## config.mk

```make
export PLATFORM = sky130hd
export DESIGN_NAME = midi_file_track_event_parser_unit_flat
export DESIGN_NICKNAME = d
export VERILOG_FILES = /design/src/design/mftp_pkg.sv /design/src/design/mftp_if.sv /design/src/design/midi_file_track_event_parser_unit.sv /design/src/flat_wrapper.sv
export SDC_FILE = /design/constraint.sdc
export NUM_CORES = 1
export LEC_CHECK = 0
export BUFFER_PORTS_ARGS = -buffer_cell sky130_fd_sc_hd__buf_2
export CAP_MARGIN = 20
export CORE_ASPECT_RATIO = 0.75
export CORE_MARGIN = 2
export CORE_UTILIZATION = 60
export DETAILED_ROUTE_END_ITERATION = 7
export PLACE_DENSITY = 0.8
export SYNTH_ARGS = -nofsm -noshare
export SYNTH_HDL_FRONTEND = slang
export SYNTH_SLANG_ARGS = --single-unit
```

## constraint.sdc

```tcl
create_clock -name clk_i -period 15.31 [get_ports clk_i]
set_clock_uncertainty 0.15 [all_clocks]
set_input_delay 1.531 -clock clk_i [delete_from_list [all_inputs] [get_ports clk_i]]
set_output_delay 1.531 -clock clk_i [all_outputs]
set_load 0.1 [all_outputs]
```

## src/design/mftp_pkg.sv

```systemverilog
// mftp_pkg: shared types and constants for the midi file track event parser
// no dependencies; compiled first

package mftp_pkg;

  // status and meta codes
  localparam logic [7:0] StatusMeta     = 8'hFF;
  localparam logic [7:0] StatusSysex    = 8'hF0;
  localparam logic [7:0] StatusSysexEsc = 8'hF7;
  localparam logic [7:0] MetaTempo      = 8'h51;
  localparam logic [7:0] DataMask       = 8'h7F;
  localparam logic [7:0] StatusFlag     = 8'h80;
  localparam logic [7:0] HiProgChange   = 8'hC0;
  localparam logic [7:0] HiChanPress    = 8'hD0;
  localparam logic [7:0] HiNibbleMask   = 8'hF0;

  localparam logic [2:0] VlqMaxBytes    = 3'd4;
  localparam logic [2:0] TempoBytes     = 3'd3;

  typedef enum logic [3:0] {
    PH_DELTA     = 4'd0,
    PH_STATUS    = 4'd1,
    PH_DATA1     = 4'd2,
    PH_DATA2     = 4'd3,
    PH_META_TYPE = 4'd4,
    PH_META_LEN  = 4'd5,
    PH_TEMPO     = 4'd6,
    PH_SYSEX_LEN = 4'd7,
    PH_SYSEX_OUT = 4'd8,
    PH_SKIP      = 4'd9
  } phase_e;

  typedef enum logic [1:0] {
    KIND_CHANNEL = 2'd0,
    KIND_TEMPO   = 2'd1,
    KIND_SYSEX   = 2'd2
  } kind_e;

  typedef struct packed {
    kind_e       kind;
    logic [31:0] event_tick;
    logic [7:0]  status_byte;
    logic [6:0]  first_data;
    logic [6:0]  second_data;
    logic [23:0] tempo_us;
    logic [7:0]  sysex_byte;
    logic        sysex_last;
  } res_t;

endpackage

```

## src/design/mftp_if.sv

```systemverilog
// mftp_in_if / mftp_out_if: valid/ready channels for track bytes and parsed events
// no dependencies; compiled after mftp_pkg

interface mftp_in_if;
  logic        valid;
  logic        ready;
  logic [7:0]  data_byte;
  logic        track_start;
  logic [31:0] track_length;

  modport source (output valid, data_byte, track_start, track_length, input ready);
  modport sink   (input valid, data_byte, track_start, track_length, output ready);
endinterface

interface mftp_out_if;
  logic        valid;
  logic        ready;
  logic [1:0]  kind;
  logic [31:0] event_tick;
  logic [7:0]  status_byte;
  logic [6:0]  first_data;
  logic [6:0]  second_data;
  logic [23:0] tempo_us;
  logic [7:0]  sysex_byte;
  logic        sysex_last;

  modport source (output valid, kind, event_tick, status_byte, first_data, second_data,
                  tempo_us, sysex_byte, sysex_last, input ready);
  modport sink   (input valid, kind, event_tick, status_byte, first_data, second_data,
                  tempo_us, sysex_byte, sysex_last, output ready);
endinterface

```

## src/design/midi_file_track_event_parser_unit.sv

```systemverilog
// midi_file_track_event_parser_unit: one track byte per request in, parsed events out
// a result is registered: it is valid in the cycle after the byte request that causes it is accepted
// throughput: one byte per cycle while the output is not stalled; the parse state update is a single pass per byte
// a byte is taken whenever the result register is empty or being drained
// reset (rst_ni low, async) clears the tick, running status, parse state and result valid
// depends on mftp_pkg and the interfaces in mftp_if.sv

module midi_file_track_event_parser_unit
  import mftp_pkg::*;
(
  input  logic             clk_i,
  input  logic             rst_ni,
  mftp_in_if.sink          req_i,
  mftp_out_if.source       res_o
);

  // parser state
  logic [31:0] tick_q, tick_d;
  logic [7:0]  run_q, run_d;
  phase_e      phase_q, phase_d;
  logic [27:0] vlq_q, vlq_d;
  logic [2:0]  cnt_q, cnt_d;
  logic [7:0]  cur_q, cur_d;
  logic [7:0]  held_q, held_d;
  logic [7:0]  meta_q, meta_d;
  logic [27:0] skip_q, skip_d;
  logic [23:0] tempo_q, tempo_d;
  logic [31:0] left_q, left_d;

  // result register
  logic        out_valid_q;
  res_t        res_q, res_d;
  logic        emit;

  logic        accept;
  logic [7:0]  b;
  logic        last;
  logic [27:0] take_val;
  logic [2:0]  take_cnt;
  logic        take_done;
  logic        do_delta;
  logic        do_data1;
  logic [7:0]  data_status;
  logic        two_byte;
  logic [27:0] skip_dec;

  // a new byte can enter while a finished result is being handed off
  assign req_i.ready = !out_valid_q || res_o.ready;
  assign accept      = req_i.valid && req_i.ready;
  assign b           = req_i.data_byte;

  always_comb begin
    tick_d  = tick_q;
    run_d   = run_q;
    phase_d = phase_q;
    vlq_d   = vlq_q;
    cnt_d   = cnt_q;
    cur_d   = cur_q;
    held_d  = held_q;
    meta_d  = meta_q;
    skip_d  = skip_q;
    tempo_d = tempo_q;
    left_d  = left_q;
    res_d       = '0;
    emit        = 1'b0;
    last        = 1'b0;
    take_val    = '0;
    take_cnt    = '0;
    take_done   = 1'b0;
    do_delta    = 1'b0;
    do_data1    = 1'b0;
    data_status = cur_q;
    two_byte    = 1'b0;
    skip_dec    = '0;

    if (accept) begin
      // a new track wipes everything, including an unfinished event
      if (req_i.track_start) begin
        tick_d  = '0;
        run_d   = '0;
        phase_d = PH_DELTA;
        vlq_d   = '0;
        cnt_d   = '0;
        cur_d   = '0;
        held_d  = '0;
        meta_d  = '0;
        skip_d  = '0;
        tempo_d = '0;
        left_d  = req_i.track_length;
      end

      // bytes outside a track are ignored
      if (left_d != '0) begin
        last   = (left_d == 32'd1);
        left_d = left_d - 32'd1;

        // variable-length quantity step, shared by delta and length fields
        take_val  = {vlq_d[20:0], b[6:0]};
        take_cnt  = cnt_d + 3'd1;
        take_done = !b[7] || (take_cnt >= VlqMaxBytes);
        skip_dec  = (skip_d != '0) ? skip_d - 28'd1 : skip_d;

        unique case (phase_d)
          PH_DELTA: begin
            do_delta = 1'b1;
          end
          PH_STATUS: begin
            if (b[7]) begin
              if (b < StatusSysex) begin
                run_d = b;
              end
              cur_d = b;
              if (b == StatusMeta) begin
                phase_d = PH_META_TYPE;
              end else if (b == StatusSysex || b == StatusSysexEsc) begin
                vlq_d   = '0;
                cnt_d   = '0;
                phase_d = PH_SYSEX_LEN;
              end else if (b < StatusSysex) begin
                phase_d = PH_DATA1;
                // track ends right after the status: both data bytes missing
                if (last) begin
                  emit              = 1'b1;
                  res_d.kind        = KIND_CHANNEL;
                  res_d.event_tick  = tick_d;
                  res_d.status_byte = b;
                end
              end else begin
                // system common / real-time: dropped
                phase_d = PH_DELTA;
              end
            end else if (run_d == '0) begin
              // no running status: the byte opens the next delta time
              phase_d  = PH_DELTA;
              do_delta = 1'b1;
            end else begin
              cur_d       = run_d;
              data_status = run_d;
              do_data1    = 1'b1;
            end
          end
          PH_DATA1: begin
            data_status = cur_d;
            do_data1    = 1'b1;
          end
          PH_DATA2: begin
            phase_d           = PH_DELTA;
            emit              = 1'b1;
            res_d.kind        = KIND_CHANNEL;
            res_d.event_tick  = tick_d;
            res_d.status_byte = cur_d;
            res_d.first_data  = held_d[6:0];
            res_d.second_data = b[6:0];
          end
          PH_META_TYPE: begin
            meta_d  = b;
            vlq_d   = '0;
            cnt_d   = '0;
            phase_d = PH_META_LEN;
          end
          PH_META_LEN: begin
            if (take_done) begin
              vlq_d = '0;
              cnt_d = '0;
              // tempo only when all three bytes lie inside the track
              if (meta_d == MetaTempo && take_val == 28'd3 && left_d >= 32'd3) begin
                tempo_d = '0;
                phase_d = PH_TEMPO;
              end else begin
                skip_d  = take_val;
                phase_d = (take_val != '0) ? PH_SKIP : PH_DELTA;
              end
            end else begin
              vlq_d = take_val;
              cnt_d = take_cnt;
            end
          end
          PH_TEMPO: begin
            tempo_d = {tempo_d[15:0], b};
            cnt_d   = take_cnt;
            if (take_cnt >= TempoBytes) begin
              vlq_d            = '0;
              cnt_d            = '0;
              phase_d          = PH_DELTA;
              emit             = 1'b1;
              res_d.kind       = KIND_TEMPO;
              res_d.event_tick = tick_d;
              res_d.tempo_us   = tempo_d;
            end
          end
          PH_SYSEX_LEN: begin
            if (take_done) begin
              vlq_d = '0;
              cnt_d = '0;
              // only a non-empty F0 sysex that fits in the track is streamed out
              if (cur_d == StatusSysex && take_val != '0 &&
                  {4'd0, take_val} <= left_d) begin
                skip_d           = take_val;
                phase_d          = PH_SYSEX_OUT;
                emit             = 1'b1;
                res_d.kind       = KIND_SYSEX;
                res_d.event_tick = tick_d;
                res_d.sysex_byte = StatusSysex;
              end else begin
                skip_d  = take_val;
                phase_d = (take_val != '0) ? PH_SKIP : PH_DELTA;
              end
            end else begin
              vlq_d = take_val;
              cnt_d = take_cnt;
            end
          end
          PH_SYSEX_OUT: begin
            skip_d = skip_dec;
            if (skip_dec == '0) begin
              phase_d = PH_DELTA;
            end
            emit             = 1'b1;
            res_d.kind       = KIND_SYSEX;
            res_d.event_tick = tick_d;
            res_d.sysex_byte = b;
            res_d.sysex_last = (skip_dec == '0);
          end
          PH_SKIP: begin
            skip_d = skip_dec;
            if (skip_dec == '0) begin
              phase_d = PH_DELTA;
            end
          end
          default: begin
            phase_d = PH_DELTA;
          end
        endcase

        // delta time byte: accumulate, and on completion advance the tick
        if (do_delta) begin
          if (take_done) begin
            tick_d  = tick_d + {4'd0, take_val};
            vlq_d   = '0;
            cnt_d   = '0;
            phase_d = PH_STATUS;
          end else begin
            vlq_d = take_val;
            cnt_d = take_cnt;
          end
        end

        // first data byte of a channel message (explicit or running status)
        if (do_data1) begin
          two_byte = ((data_status & HiNibbleMask) == HiProgChange) ||
                     ((data_status & HiNibbleMask) == HiChanPress);
          if (two_byte) begin
            phase_d           = PH_DELTA;
            emit              = 1'b1;
            res_d.kind        = KIND_CHANNEL;
            res_d.event_tick  = tick_d;
            res_d.status_byte = data_status;
            res_d.first_data  = b[6:0];
          end else begin
            held_d  = b;
            phase_d = PH_DATA2;
            // track ends before the second data byte: give it as zero
            if (last) begin
              emit              = 1'b1;
              res_d.kind        = KIND_CHANNEL;
              res_d.event_tick  = tick_d;
              res_d.status_byte = data_status;
              res_d.first_data  = b[6:0];
            end
          end
        end
      end
    end
  end

  // parser state registers
  always_ff @(posedge clk_i or negedge rst_ni) begin
    if (!rst_ni) begin
      tick_q  <= '0;
      run_q   <= '0;
      phase_q <= PH_DELTA;
      vlq_q   <= '0;
      cnt_q   <= '0;
      cur_q   <= '0;
      held_q  <= '0;
      meta_q  <= '0;
      skip_q  <= '0;
      tempo_q <= '0;
      left_q  <= '0;
    end else begin
      tick_q  <= tick_d;
      run_q   <= run_d;
      phase_q <= phase_d;
      vlq_q   <= vlq_d;
      cnt_q   <= cnt_d;
      cur_q   <= cur_d;
      held_q  <= held_d;
      meta_q  <= meta_d;
      skip_q  <= skip_d;
      tempo_q <= tempo_d;
      left_q  <= left_d;
    end
  end

  // result valid: refilled whenever the slot is free or drained this cycle
  always_ff @(posedge clk_i or negedge rst_ni) begin
    if (!rst_ni) begin
      out_valid_q <= 1'b0;
    end else if (req_i.ready) begin
      out_valid_q <= accept && emit;
    end
  end

  // result payload, no reset needed
  always_ff @(posedge clk_i) begin
    if (accept && emit) begin
      res_q <= res_d;
    end
  end

  assign res_o.valid       = out_valid_q;
  assign res_o.kind        = res_q.kind;
  assign res_o.event_tick  = res_q.event_tick;
  assign res_o.status_byte = res_q.status_byte;
  assign res_o.first_data  = res_q.first_data;
  assign res_o.second_data = res_q.second_data;
  assign res_o.tempo_us    = res_q.tempo_us;
  assign res_o.sysex_byte  = res_q.sysex_byte;
  assign res_o.sysex_last  = res_q.sysex_last;

endmodule

```

## src/flat_wrapper.sv

```systemverilog
// flat-port wrapper written by rule: the top's interface ports become plain ports
module midi_file_track_event_parser_unit_flat import mftp_pkg::*;
  (clk_i, rst_ni, req_i_valid, req_i_data_byte, req_i_track_start, req_i_track_length, req_i_ready, res_o_valid, res_o_kind, res_o_event_tick, res_o_status_byte, res_o_first_data, res_o_second_data, res_o_tempo_us, res_o_sysex_byte, res_o_sysex_last, res_o_ready);
  mftp_in_if req_i_i ();
  mftp_out_if res_o_i ();
  input  logic clk_i;
  input  logic rst_ni;
  input wire logic [$bits(req_i_i.valid)-1:0] req_i_valid;
  input wire logic [$bits(req_i_i.data_byte)-1:0] req_i_data_byte;
  input wire logic [$bits(req_i_i.track_start)-1:0] req_i_track_start;
  input wire logic [$bits(req_i_i.track_length)-1:0] req_i_track_length;
  output wire logic [$bits(req_i_i.ready)-1:0] req_i_ready;
  output wire logic [$bits(res_o_i.valid)-1:0] res_o_valid;
  output wire logic [$bits(res_o_i.kind)-1:0] res_o_kind;
  output wire logic [$bits(res_o_i.event_tick)-1:0] res_o_event_tick;
  output wire logic [$bits(res_o_i.status_byte)-1:0] res_o_status_byte;
  output wire logic [$bits(res_o_i.first_data)-1:0] res_o_first_data;
  output wire logic [$bits(res_o_i.second_data)-1:0] res_o_second_data;
  output wire logic [$bits(res_o_i.tempo_us)-1:0] res_o_tempo_us;
  output wire logic [$bits(res_o_i.sysex_byte)-1:0] res_o_sysex_byte;
  output wire logic [$bits(res_o_i.sysex_last)-1:0] res_o_sysex_last;
  input wire logic [$bits(res_o_i.ready)-1:0] res_o_ready;
  assign req_i_i.valid = req_i_valid;
  assign req_i_i.data_byte = req_i_data_byte;
  assign req_i_i.track_start = req_i_track_start;
  assign req_i_i.track_length = req_i_track_length;
  assign req_i_ready = req_i_i.ready;
  assign res_o_valid = res_o_i.valid;
  assign res_o_kind = res_o_i.kind;
  assign res_o_event_tick = res_o_i.event_tick;
  assign res_o_status_byte = res_o_i.status_byte;
  assign res_o_first_data = res_o_i.first_data;
  assign res_o_second_data = res_o_i.second_data;
  assign res_o_tempo_us = res_o_i.tempo_us;
  assign res_o_sysex_byte = res_o_i.sysex_byte;
  assign res_o_sysex_last = res_o_i.sysex_last;
  assign res_o_i.ready = res_o_ready;
  midi_file_track_event_parser_unit u_core (.clk_i(clk_i), .rst_ni(rst_ni), .req_i(req_i_i), .res_o(res_o_i));
endmodule
```

======== After elaboration in Yosys (flattened, before gate mapping) ========
Index checks and enable logic that the tools add are counted.
W data, S select, Z words.
storage, ports and cells
  output and inout bits ................... 91
  word-level logic and storage cells ...... 200
  register bits after elaboration ......... 273
  bits of input ports ..................... 45
cells by class
  order comparisons ....................... 5
  reductions and logical operators ........ 26
  add/sub/neg operators ................... 4
  muxes and demuxes ....................... 127
  equality and inequality tests ........... 18
operator list
  kind                     count
  $mux W28                 16
  $mux W32                 8
  $mux W8                  26
  $pmux W34 S5             1
  $mux W42                 4
  $mux W49                 3
  $pmux W28 S4             1
  $mux W24                 4
  $pmux W28 S3             1
  $mux W34                 2
  $mux W4                  17
  $reduce_bool A28 Y1      2
  $pmux W24 S2             1
  $pmux W8 S2              3
  $mux W40                 1
  $mux W33                 1
  $add A32 B28 Y32         1
  $eq A32 B1 Y1 const B    1
  $eq A8 B8 Y1 const B     4
  $ge A32 B2 Y1 const B    1
  $le A28 B32 Y1           1
  $reduce_bool A32 Y1      1
  $sub A32 B1 Y32 const B  1
  $eq A28 B2 Y1 const B    1
  other kinds (28)         78

======== Longest topological paths before layout ========
  depth in word-level cells ............... 17
  depth in mapped cells ................... 30
  mapped depth without buffers ............ 17

======== Worst setup path before layout ========
Ideal clock, no wire load.
  kind .................................... input to register
  start point ............................. input port req_i_track_start
  end point ............................... register u_core.res_q (netlist bit u_core.res_o.event_tick[0]) (enable)
  setup slack ............................. 6748 ps
  buffers on the path ..................... 13
  data required time ...................... 14751 ps
  library setup time ...................... 409 ps
  stages on the path ...................... 28
  arrival ................................. 8003 ps
  cell sequence ........................... buf_4 > buf_4 > buf_6 > buf_6 > buf_4 > buf_4 > clkbuf_1 > buf_2 > buf_2 > buf_2 > mux2i_1 > ha_1 > and2_1 > clkbuf_1 > nand4_1 > clkbuf_1 > nor3_1 > xor2_1 > ha_1 > a21o_1 > a21o_1 > a221o_1 > a211oi_1 > nor2_1 > o311ai_1 > a31oi_1 > a21oi_1 > buf_2
on the way
  word-level cells in the longest chain between the ends .. 15
  elaborated cells on any way between the ends .. 60
  classes of those cells .................. 2 x add/sub; 3 x order compare; 10 x eq/ne; 36 x mux; 9 x reduce/logical
RTL lines
  element                                                   RTL line                                  RTL
  from (decl)                                               flat_wrapper.sv:10                        input wire logic [$bits(req_i_i.track_start)-1:0] req_i_track_start;
  branches (longest 12 deep; another with $sub A32 B1 Y32)  --
  $mux W1 *                                                 midi_file_track_event_parser_unit.sv:93   if (left_d != '0) begin
  $mux W1 *                                                 midi_file_track_event_parser_unit.sv:76   if (accept) begin
  $logic_and A1 B1 Y1 *                                     midi_file_track_event_parser_unit.sv:316  if (accept && emit) begin
  to (signal assigned)                                      midi_file_track_event_parser_unit.sv:317  res_q <= res_d;
  to (decl)                                                 midi_file_track_event_parser_unit.sv:32   res_t res_q, res_d;
Every way passes the cells marked *. The select of a mux whose other input is x is not followed.
A chain may end at the register's enable or synchronous reset.

======== Worst setup path in the final report ========
  start point ............................. input port req_i_track_start
  end point ............................... register u_core.res_q (netlist bit u_core.res_o.event_tick[24]), data pin
on the way
  word-level cells in the longest chain between the ends .. 12
  elaborated cells on any way between the ends .. 68
  classes of those cells .................. 3 x add/sub; 3 x order compare; 10 x eq/ne; 43 x mux; 9 x reduce/logical
RTL lines
  element
  branches (longest 12 deep; another with $sub A32 B1 Y32)
Several ways; the timed one is not identified. The select of a mux whose other input is x is not followed.

==> impl_metrics.json <==
{
  "relSlewSlack_pct": 31.97,
  "grt_pass1_vias": 15320,
  "coreArea_um2": 28120,
  "worst_pin_slew_ps": 1020,
  "avgViaCountPerCell": 6.926,
  "postRouteAntennaNets": 0,
  "totalWireLength_um": 55490,
  "fin_setup_tns_ps": 0,
  "timing.fmax_mhz": 116.3,
  "htreeDepth": 1,
  "worstHoldStart": "u_core.cnt_q[1]",
  "grt_pass1_wl_um": 86050,
  "cts_max_path_buffers": 3,
  "row_count": 53,
  "layout_commonest_cell": "nand2_1",
  "cts-buffers-inserted": 27,
  "rr_startpoint": "u_core.left_q[0]",
  "gp_congestion": 1.003,
  "cp.required_ps": 15600,
  "synth_area_leaders": "dfrtp_1, edfxtp_1, ha_1, o21ai_0, nand2_1",
  "yosysUniqueCellTypes": 104,
  "min_period_over_period_pct": 56.17,
  "criticalPathCategory": "in -> reg",
  "r2r-end": "u_core.res_o.event_tick[24]",
  "start_kind": "primary input",
  "yosysTopAreaCellShare_pct": 24.42,
  "end_kind": "register",
  "synth-edff-count": 89,
  "syn-cell-area_um2": 17220,
  "clockRootBuffer": "clkbuf_16",
  "final_cell_mix": "nand2_1, dfrtp_1, nor2_1, buf_2, o21ai_0",
  "ys.flop_type": "dfrtp_1",
  "synth-seq-cells": 257,
  "drv.max_cap_violation_count": 0,
  "endpoint": "u_core.res_o.event_tick[24]",
  "power_uw": 1982,
  "crit_start": "req_i_track_start",
  "portBuffers": 135,
  "rrSetupSlack_ps": 8130,
  "antenna_found_initial": 2,
  "slew_viol_final": 0,
  "worstHoldPathType": "reg -> reg",
  "final_core_util_pct": 67.73,
  "insertion_delay_ps": 580,
  "wl_per_cell_um": 23.32,
  "cts-resized-gates": 0,
  "grt_overflow": 0,
  "cp.arrival_ps": 8890,
  "syn_to_final_growth_pct": 10.62,
  "worst_slack_ps": 6710,
  "rr_worst_depth": 17,
  "outcome": "completed",
  "die-area_um2": 30080,
  "grt_start_max_net_pins": 106,
  "setup_violations": 0,
  "yosys.area.top_type": "dfrtp_1",
  "detail_route.first_pass.iterations": 6,
  "cts.sinks": 257,
  "drive_gt1_share_pct": 13.45,
  "cts_tree": "built",
  "async_flop_share_pct": 65.37,
  "layout.nets": 2079,
  "hold_violations": 0,
  "synth_nets": 1998,
  "ys_warn_count": 0,
  "place_ws_ps": 6362,
  "track_usage_pct": 36.96,
  "yosysSeqAreaShare_pct": 39.94,
  "cts_setup_buffers": 0,
  "synth_area_per_cell_um2": 9.104,
  "p_leak_uw": 0.008111,
  "power.density_cell_area_nw_per_um2": 104.1,
  "clk_pin_slew_ps": 70,
  "cp_max_fo": 98,
  "vias": 16480,
  "ir_drop_mv": 0.09443,
  "ctsHoldBuffers": 0,
  "hpwl_um": 38750,
  "rsz0062_at_grt": "false",
  "io_pins": 136,
  "first_iter_violations": 1891,
  "post-route-drc-count": 0,
  "finalCriticalPeriod_ps": 8600,
  "start_util_pct": 61.23,
  "die_x_um": 199.6,
  "fp.dieH_um": 150.7,
  "syn_inst": 1891
}
where the power goes:
part | total [uW] | switching (uW) | internal [uW]
clock | 668 | 291 | 377
combinational | 476 | 325 | 150
sequential | 838 | 70.3 | 768
total | 1980 | 687 | 1290
sequential cells by signal, indices dropped and copies added (netlist names), 8 cells and up:
name,flops
u_core.res_o.status_byte,8
u_core.left_q,32
u_core.res_o.sysex_byte,8
u_core.run_q,8
u_core.meta_q,8
u_core.tick_q,32
u_core.skip_q,28
u_core.res_o.tempo_us,24
u_core.tempo_q,16
u_core.vlq_q,21
u_core.cur_q,8
u_core.res_o.event_tick,32
cell type report:
| cell class | instances | area, um2 |
|---|---|---|
| clock inverters | 13 | 140.1 |
| multi-input cells | 1486 | 9751 |
| clock buffers | 37 | 743.2 |
| well taps | 385 | 481.7 |
| flip-flops and latches | 257 | 6877 |
| inverters | 36 | 135.1 |
| repair buffers | 164 | 910.9 |
| diodes | 2 | 5.005 |
| fillers | 2262 | 9074 |
cell usage after synthesis (16+ instances only):
cell type  number
a21oi_1       109
nand2_1       171
or3_1          20
o21ai_0       135
nand3_1        42
xor2_1         21
mux2i_1        27
nor3_1         71
nor2b_1        66
dfrtp_1       168
clkbuf_1       83
and2_1         46
ha_1           61
xnor2_1        25
nand4_1        16
a21o_1         27
o31ai_1        28
a211oi_1       16
nor4_1         29
edfxtp_1       89
a22o_1         65
and3_1         49
nor2_1        146
a31oi_1        27
a22oi_1        30
inv_1          35
metrics by stage:
stage	area (um2)	std cells	hold slack, ps
floorplan	17220	1891	290.7
global placement	18130	2325	302.6
detailed placement	18150	2328	313.4
CTS	19040	2378	329.6
global route	19040	2378	346.6
finish	19040	2380	327.1
worst min-delay path by stage:
stage,to,slack [ps],cells after the start
after floorplan,u_core.cnt_q[1],290,2
after global placement,u_core.cnt_q[1],300,2
after detailed placement,u_core.tick_q[3],310,2
after CTS,u_core.tick_q[6],330,2
after global routing,u_core.cnt_q[2],350,1
final,u_core.cnt_q[1],330,2
layer usage:
layer | up-vias | global-route usage [%] | share of wire, %
li1 | 7338 | - | -
met1 | 7853 | 53.14 | 42
met2 | 1103 | 52.57 | 41
met3 | 190 | 11.09 | 13
met4 | 0 | 13.44 | 3.6
met5 | - | 0 | 0
critical path, stage by stage:
cell and delay, ps:
buf_6 550, buf_4 530, mux2i_2 470, and2_1 380, nand4_1 490, xnor2_1 440, ha_1 300, and4_1 220
nand4_1 130, a311oi_1 80, a2111o_1 420, o31ai_1 200, a21oi_1 110, o311ai_1 840, a31oi_1 300, a21oi_4 630
buf_4 850, and2_1 250
cells by family (layout without fill, tap and decap cells):
family | after synthesis | after routing | share of synthesized area [%]
adders and majority gates | 62 | 62 | 4.550
buffers and inverters | 148 | 250 | 3.605
other | 0 | 2 | 0
muxes | 41 | 41 | 2.696
AOI/OAI and AO/OA | 597 | 597 | 23.90
and+or+nand+nor | 738 | 738 | 22.78
DFF | 257 | 257 | 39.94
xor gates and xnor gates | 48 | 48 | 2.529
No activity file was read; power rests on OpenSTA's default activity.
